==> config.mk <==
export PLATFORM = sky130hd
export DESIGN_NAME = lru_key_value_cache_unit
export DESIGN_NICKNAME = d
export VERILOG_FILES = /design/src/rtl/lkv_pkg.sv /design/src/rtl/lkv_store.sv /design/src/rtl/lru_key_value_cache_unit.sv
export SDC_FILE = /design/constraint.sdc
export NUM_CORES = 2
export LEC_CHECK = 0
export ABC_AREA = 1
export BUFFER_PORTS_ARGS = -buffer_cell sky130_fd_sc_hd__buf_4
export CORE_MARGIN = 1.5
export CORE_UTILIZATION = 40
export DETAILED_ROUTE_END_ITERATION = 10
export GPL_ROUTABILITY_DRIVEN = 1
export SYNTH_ARGS = -nofsm -noshare
export SYNTH_HDL_FRONTEND = slang
export SYNTH_SLANG_ARGS = --single-unit
==> constraint.sdc <==
create_clock -name clk -period 8.05 [get_ports clk]
set_clock_uncertainty 0.05 [all_clocks]
set_input_delay 2.0125 -clock clk [delete_from_list [all_inputs] [get_ports clk]]
set_output_delay 2.0125 -clock clk [all_outputs]
set_load 0.01 [all_outputs]
==> src/rtl/lkv_pkg.sv <==
// Package for the LRU key-value cache: sizes, command codes, request and response words.
// No dependencies; imported by lkv_store, lru_key_value_cache_unit and both testbench files.
package lkv_pkg;

  localparam int ENTRIES   = 16;
  localparam int IDX_W     = (ENTRIES > 1) ? $clog2(ENTRIES) : 1;
  localparam int AGE_W     = IDX_W;
  localparam int CNT_W     = $clog2(ENTRIES + 1);
  localparam int CAP_W     = 5;
  localparam int DATA_W    = 32;
  localparam int CAP_RESET = 16;

  localparam logic signed [DATA_W-1:0] MISS_VALUE = -1;
  localparam logic signed [DATA_W-1:0] PUT_VALUE  = '0;

  typedef enum logic {
    CMD_GET = 1'b0,
    CMD_PUT = 1'b1
  } cmd_t;

  typedef struct packed {
    cmd_t                     cmd;
    logic signed [DATA_W-1:0] key;
    logic signed [DATA_W-1:0] value;
  } req_t;

  typedef struct packed {
    logic                     hit;
    logic signed [DATA_W-1:0] read_value;
  } rsp_t;

endpackage

==> src/rtl/lkv_store.sv <==
// Entry storage and LRU bookkeeping: parallel key match, age update, insert/evict.
// Depends on lkv_pkg. The response is combinational from the current state.
module lkv_store (
  input  logic                        clk,
  input  logic                        rst_n,
  input  logic                        fire,
  input  lkv_pkg::req_t               req,
  output lkv_pkg::rsp_t               rsp,
  input  logic                        cfg_we,
  input  logic [lkv_pkg::CAP_W-1:0]   cfg_data
);
  import lkv_pkg::*;

  logic [DATA_W-1:0]  keys_r     [ENTRIES];
  logic [DATA_W-1:0]  values_r   [ENTRIES];
  logic [ENTRIES-1:0] valid_r;
  logic [AGE_W-1:0]   age_r      [ENTRIES];
  logic [CNT_W-1:0]   count_r;
  logic [CAP_W-1:0]   capacity_r;

  logic [DATA_W-1:0]  keys_nxt   [ENTRIES];
  logic [DATA_W-1:0]  values_nxt [ENTRIES];
  logic [ENTRIES-1:0] valid_nxt;
  logic [AGE_W-1:0]   age_nxt    [ENTRIES];
  logic [CNT_W-1:0]   count_nxt;

  logic [ENTRIES-1:0] match;
  logic [IDX_W-1:0]   found_idx;
  logic [IDX_W-1:0]   free_idx;
  logic [IDX_W-1:0]   victim_idx;
  logic               victim_ok;
  logic               hit;
  logic [AGE_W-1:0]   found_age;
  logic [CNT_W-1:0]   cap;

  // effective capacity saturates at the entry count
  always_comb begin
    if (32'(capacity_r) > 32'(ENTRIES)) begin
      cap = CNT_W'(ENTRIES);
    end else begin
      cap = CNT_W'(capacity_r);
    end
  end

  always_comb begin
    found_idx  = '0;
    free_idx   = '0;
    victim_idx = '0;
    victim_ok  = 1'b0;
    for (int i = 0; i < ENTRIES; i++) begin
      match[i] = valid_r[i] && (keys_r[i] == req.key);
    end
    // lowest index wins
    for (int i = ENTRIES - 1; i >= 0; i--) begin
      if (match[i]) begin
        found_idx = IDX_W'(i);
      end
      if (!valid_r[i]) begin
        free_idx = IDX_W'(i);
      end
      if (valid_r[i] && (CNT_W'(age_r[i]) == count_r - CNT_W'(1))) begin
        victim_idx = IDX_W'(i);
        victim_ok  = 1'b1;
      end
    end
    hit       = |match;
    found_age = age_r[found_idx];
  end

  always_comb begin
    rsp.hit = hit;
    if (req.cmd == CMD_PUT) begin
      rsp.read_value = PUT_VALUE;
    end else if (hit) begin
      rsp.read_value = values_r[found_idx];
    end else begin
      rsp.read_value = MISS_VALUE;
    end
  end

  always_comb begin
    keys_nxt   = keys_r;
    values_nxt = values_r;
    valid_nxt  = valid_r;
    age_nxt    = age_r;
    count_nxt  = count_r;
    if (fire) begin
      if (hit) begin
        // touch: entries more recent than the hit age by one
        for (int i = 0; i < ENTRIES; i++) begin
          if (valid_r[i] && (age_r[i] < found_age)) begin
            age_nxt[i] = age_r[i] + AGE_W'(1);
          end
        end
        age_nxt[found_idx] = '0;
        if (req.cmd == CMD_PUT) begin
          values_nxt[found_idx] = req.value;
        end
      end else if (req.cmd == CMD_PUT && cap != '0) begin
        if (count_r >= cap) begin
          // full: reuse the least recent slot
          if (victim_ok) begin
            for (int i = 0; i < ENTRIES; i++) begin
              if (valid_r[i]) begin
                age_nxt[i] = age_r[i] + AGE_W'(1);
              end
            end
            keys_nxt[victim_idx]   = req.key;
            values_nxt[victim_idx] = req.value;
            age_nxt[victim_idx]    = '0;
          end
        end else begin
          for (int i = 0; i < ENTRIES; i++) begin
            if (valid_r[i]) begin
              age_nxt[i] = age_r[i] + AGE_W'(1);
            end
          end
          valid_nxt[free_idx]  = 1'b1;
          keys_nxt[free_idx]   = req.key;
          values_nxt[free_idx] = req.value;
          age_nxt[free_idx]    = '0;
          count_nxt            = count_r + CNT_W'(1);
        end
      end
    end
  end

  // key/value arrays carry no reset
  always_ff @(posedge clk) begin
    keys_r   <= keys_nxt;
    values_r <= values_nxt;
  end

  always_ff @(posedge clk) begin
    if (!rst_n) begin
      valid_r    <= '0;
      count_r    <= '0;
      capacity_r <= CAP_W'(CAP_RESET);
      for (int i = 0; i < ENTRIES; i++) begin
        age_r[i] <= '0;
      end
    end else if (cfg_we) begin
      valid_r    <= '0;
      count_r    <= '0;
      capacity_r <= cfg_data;
      for (int i = 0; i < ENTRIES; i++) begin
        age_r[i] <= '0;
      end
    end else begin
      valid_r <= valid_nxt;
      count_r <= count_nxt;
      age_r   <= age_nxt;
    end
  end

  a_count_matches_valid: assert property (@(posedge clk) disable iff (!rst_n)
    $countones(valid_r) == 32'(count_r))
    else $error("entry count disagrees with valid marks");

  a_count_within_cap: assert property (@(posedge clk) disable iff (!rst_n)
    count_r <= cap)
    else $error("entry count above capacity");

  a_keys_unique: assert property (@(posedge clk) disable iff (!rst_n)
    $onehot0(match))
    else $error("key present in more than one entry");

  a_hit_becomes_mru: assert property (@(posedge clk) disable iff (!rst_n)
    fire && hit && !cfg_we |=> age_r[$past(found_idx)] == '0)
    else $error("hit entry not most recent afterwards");

  a_cfg_clears: assert property (@(posedge clk) disable iff (!rst_n)
    cfg_we |=> (valid_r == '0) && (count_r == '0))
    else $error("capacity write did not clear the store");

endmodule

==> src/rtl/lru_key_value_cache_unit.sv <==
// LRU key-value cache top level: input register, store, output register.
// Throughput: one word per cycle unless out_stall holds the output register; the store
// is read and updated combinationally between the input and output registers, so
// back-to-back items see each other's updates. Reset (rst_n low, synchronous) clears
// valid marks, ages and count, sets capacity to 16; no clearing pass. A capacity
// write also clears.
module lru_key_value_cache_unit (
  input  logic                              clk,
  input  logic                              rst_n,
  // input channel
  input  logic                              in_valid,
  output logic                              in_stall,
  input  logic                              in_cmd,
  input  logic signed [lkv_pkg::DATA_W-1:0] in_key,
  input  logic signed [lkv_pkg::DATA_W-1:0] in_value,
  // result channel
  output logic                              out_valid,
  input  logic                              out_stall,
  output logic                              out_hit,
  output logic signed [lkv_pkg::DATA_W-1:0] out_read_value,
  // capacity register write
  input  logic                              cfg_valid,
  output logic                              cfg_ready,
  input  logic [lkv_pkg::CAP_W-1:0]         cfg_capacity
);
  import lkv_pkg::*;

  logic in_valid_r;
  req_t req_r;
  logic out_valid_r;
  rsp_t rsp_r;
  rsp_t rsp;
  logic fire;
  logic cfg_we;

  // compute fires when an item is held and the output slot is free or draining
  assign fire     = in_valid_r && (!out_valid_r || !out_stall);
  assign in_stall = in_valid_r && !fire;

  // the user must issue capacity writes only while idle; the block does not check, so always takes them
  assign cfg_ready = 1'b1;
  assign cfg_we    = cfg_valid && cfg_ready;

  always_ff @(posedge clk) begin
    if (!rst_n) begin
      in_valid_r <= 1'b0;
    end else if (in_valid && !in_stall) begin
      in_valid_r <= 1'b1;
    end else if (fire) begin
      in_valid_r <= 1'b0;
    end
  end

  // input word register (payload, no reset)
  always_ff @(posedge clk) begin
    if (in_valid && !in_stall) begin
      req_r.cmd   <= cmd_t'(in_cmd);
      req_r.key   <= in_key;
      req_r.value <= in_value;
    end
  end

  lkv_store u_store (
    .clk      (clk),
    .rst_n    (rst_n),
    .fire     (fire),
    .req      (req_r),
    .rsp      (rsp),
    .cfg_we   (cfg_we),
    .cfg_data (cfg_capacity)
  );

  always_ff @(posedge clk) begin
    if (!rst_n) begin
      out_valid_r <= 1'b0;
    end else if (fire) begin
      out_valid_r <= 1'b1;
    end else if (out_valid_r && !out_stall) begin
      out_valid_r <= 1'b0;
    end
  end

  // result word register (payload, no reset)
  always_ff @(posedge clk) begin
    if (fire) begin
      rsp_r <= rsp;
    end
  end

  assign out_valid      = out_valid_r;
  assign out_hit        = rsp_r.hit;
  assign out_read_value = rsp_r.read_value;

  a_stall_only_when_full: assert property (@(posedge clk) disable iff (!rst_n)
    in_stall |-> in_valid_r && out_valid_r && out_stall)
    else $error("input stalled without a blocked output");

  a_fire_gives_result: assert property (@(posedge clk) disable iff (!rst_n)
    fire |=> out_valid_r)
    else $error("computed item did not reach the output register");

  a_held_result_stable: assert property (@(posedge clk) disable iff (!rst_n)
    out_valid_r && out_stall |=> out_valid_r && $stable(rsp_r))
    else $error("stalled result changed");

endmodule

==> impl_metrics.yaml <==
grt:
  grt_use_total_pct: 26.83
  grt_overflow: 0
  grt_max_degree: 100
  antenna_found_initial: 12
  grt_pass1_wl_um: 303800
  grt_pass1_vias: 46028
clock_tree:
  cts_root_buf: "clkbuf_16"
  htreeDepth: 4
  clock_latency_ns: 0.78
  cts_resized: 0
  cts_hold_buf: 0
  tritoncts: "built"
  cts_inserted_buffers: 136
  cts.sinks: 1214
  cts_setup_buffers: 0
  cts.clk_slew.worst_paths_ns: 0.06
  cts_buffer_depth: 3
place:
  placed_area_mm2: 0.06310
  dp.cells: 7942
  dpl.hpwl_um: 125500
  port_buffers: 109
  gp_congestion: 0.9308
worst_setup_path:
  critPathArrivalTime_ns: 7.56
  critPathCaptureType: "flop"
  reg2reg_from: "req_r[44]$_DFFE_PP_"
  path_class: "reg2reg"
  cp_common_cell: "nand2_1"
  reg2reg_to: "u_store.age_r[47]$_SDFFE_PP0P_"
  r2r_cells: 33
  crit_required_ns: 8.69
  path_buf_inv: 3
  crit_family: "simple AND/OR/NAND/NOR gates"
  critPathMaxFanout: 46
  cp_slowest_cell: "edfxtp_1"
  crit_path_start_kind: "flop"
  r2r_slack_ns: 1.13
  slowest_delay_ns: 1.10
logic_synthesis:
  synth_nets: 6254
  ys_top_cells_by_count: "1122 x edfxtp_1, 906 x nand2_1, 872 x nor2_1"
  ys_seq_area_share_pct: 59.23
  async_reset_ff_share_pct: 0
  ys.warnings.count: 0
  yosysUniqueCellTypes: 63
  syn_area_mm2: 0.05999
  synth_top_flop_cell: "edfxtp_1"
  yosysTopAreaCellShare_pct: 56.16
  synth_top_area_cell: "edfxtp_1"
  syn_avg_cell_area_um2: 9.821
  synthesis.instances: 6108
  synth-seq-cells: 1214
  yosysMostFrequentCell: "edfxtp_1"
  synth_edf_count: 1122
  synth_area_leaders: "edfxtp_1 56%, nand2_1 5.7%, nor2_1 5.5%"
floorplanning:
  die_w_um: 390.3
  row_count: 141
  die_h_um: 390.3
  dieArea_mm2: 0.1523
  coreArea_mm2: 0.1484
  start_util_pct: 40.43
  io-pin-count: 111
pwr:
  peakVddDrop_mv: 0.1841
  p_comb_share_pct: 5.1
  pwr-share-clk_pct: 44.3
  p_per_area_mw_per_mm2: 202.9
  swShare_pct: 23.71
  leakage_nw: 24.82
  power_switching_w: 0.003242
  finalPower_w: 0.01367
  p_int_w: 0.01043
  p_seq_share_pct: 50.6
cells_and_area:
  instances_no_fill: 8189
  layout-drive-gt1-share_pct: 10.78
  syn_to_final_growth_pct: 12.34
  utilization_pct: 45.42
  final_cell_area_mm2: 0.06739
  nets: 6224
detailed_routing:
  wl_um: 207600
  route.detailed.drc: 0
  dr_total_vias: 48312
  viasPerCell: 5.900
  drtPass1Iterations: 7
  wl_per_cell_um: 25.35
  drt_iter0_markers: 5840
  antenna_left: 0
sta:
  setup_viol: 0
  fin_setup_tns_ns: 0
  worst_slew_pin_slew_ns: 1.316
  fmax_ghz: 0.1445
  period_share_pct: 85.94
  final_hold_viol_count: 0
  slew_viol_final: 0
  fin_crit_ns: 6.918
  slew_headroom_pct: 11.36
  rsz0062_at_grt: "false"
status:
  status: "completed"
hold_path:
  holdPathEnd: "u_store.capacity_r[0]$_SDFFE_PN0P_"
  holdPathStages: 2
  hp-class: "reg2reg"
  hp-start: "u_store.capacity_r[0]$_SDFFE_PN0P_"
flow_run:
  max-cap-violations: 0
==> cells in the final DEF (no fill, tap or decap), types with 7 or more instances in the layout <==
cell type     n
nand3_1     228
nand4_1     168
xnor2_1      92
buf_4       282
a221oi_1     46
nand3b_1     17
nor2_1      843
nor3_2       15
clkbuf_16   136
edfxtp_1   1122
clkbuf_1     39
nand2_2      26
o21ai_0     270
nor4_1       74
o21ai_1       9
or2_2        53
a22o_1       24
buf_12        7
dfxtp_1      92
clkinv_2     14
nand2_1     902
nor2_4       15
nor3_1      417
a22oi_1     106
o22ai_1      88
clkinv_1     35
a2111oi_0    13
inv_2        43
xor2_1      118
inv_1       400
o2111ai_1    14
ha_1         71
a211oi_1     35
o211ai_1     43
a31oi_1      89
a21oi_1     129
nor2_2       19
==> layout make-up <==
class | count | area [um2]
antenna | 1 | 2.502
clock buffer | 178 | 3591
clock inverter | 68 | 700.7
fill | 13958 | 80980
inverter | 453 | 1710
multi-input combinational | 3984 | 21090
sequential | 1214 | 35530
tap | 2002 | 2505
timing repair buffer | 289 | 2257
==> routing by layer <==
metal  wire, um  global-route usage, %  part of all wire, %  vias up
met4       9507                  11.77                  4.6       16
met5        117                      0                0.056        -
met3      20230                  5.065                  9.7      511
met1      81470                  35.12                   39    23692
met2      96260                  43.36                   46     2622
li1           -                      -                    -    21471
==> stage by stage <==
step	hold slack, ns	setup WS [ns]
floorplan	0.3968	0.7745
global placement	0.4268	1.512
detailed placement	0.4348	1.482
CTS	0.4431	1.410
global route	0.4765	0.8583
finish	0.4405	1.132
==> worst register-to-register path: cells and delay by family (launching register included) <==
family	cells	cell delay, ns
compound gates	5	1.64
fa+ha+maj	1	0.23
buf+inv	3	1.18
flops	1	1.10
simple gates	24	2.64
==> worst max-delay path by stage <==
stage | from | to | depth (start not counted)
6_report | req_r[44]$_DFFE_PP_ | u_store.age_r[47]$_SDFFE_PP0P_ | 33
2_1_floorplan | out_stall | u_store.values_r[256]$_DFFE_PP_ | 6
5_1_grt | req_r[44]$_DFFE_PP_ | u_store.age_r[63]$_SDFFE_PP0P_ | 33
3_5_place_dp | req_r[44]$_DFFE_PP_ | u_store.age_r[46]$_SDFFE_PP0P_ | 22
3_3_place_gp | req_r[44]$_DFFE_PP_ | u_store.values_r[264]$_DFFE_PP_ | 18
4_1_cts | req_r[44]$_DFFE_PP_ | u_store.age_r[44]$_SDFFE_PP0P_ | 33
==> sequential cells by signal (all words and copies together), names as in the netlist <==
name,cells
u_store.valid_r,16
out_valid,1
in_valid_r,1
req_r,65
out_read_value,32
u_store.keys_r,512
u_store.count_r,5
u_store.capacity_r,5
u_store.age_r,64
out_hit,1
u_store.values_r,512
==> cells by family (layout without fill, tap and decap cells) <==
kind of cell	after synthesis	count (layout)	synth area share (%)
AO/OA/AOI/OAI	898	898	9.440
XOR/XNOR	212	212	3.120
AND/OR/NAND/NOR	2802	2802	20.57
flip-flops	1214	1214	59.23
adder cells (fa/ha/maj)	71	71	1.481
buffers and inverters	910	988	6.149
other	1	2	0.006251
==> power groups by stage <==
stage,logic (W),registers [W],clock network (W)
detailed placement,0.000691,0.00705,0
CTS,0.000693,0.00691,0.00613
global route,0.000753,0.00692,0.00636
global placement,0.000685,0.00705,0
finish,0.000699,0.00692,0.00606
floorplan,0.000413,0.00702,0
(Power assumes the default switching activity.)
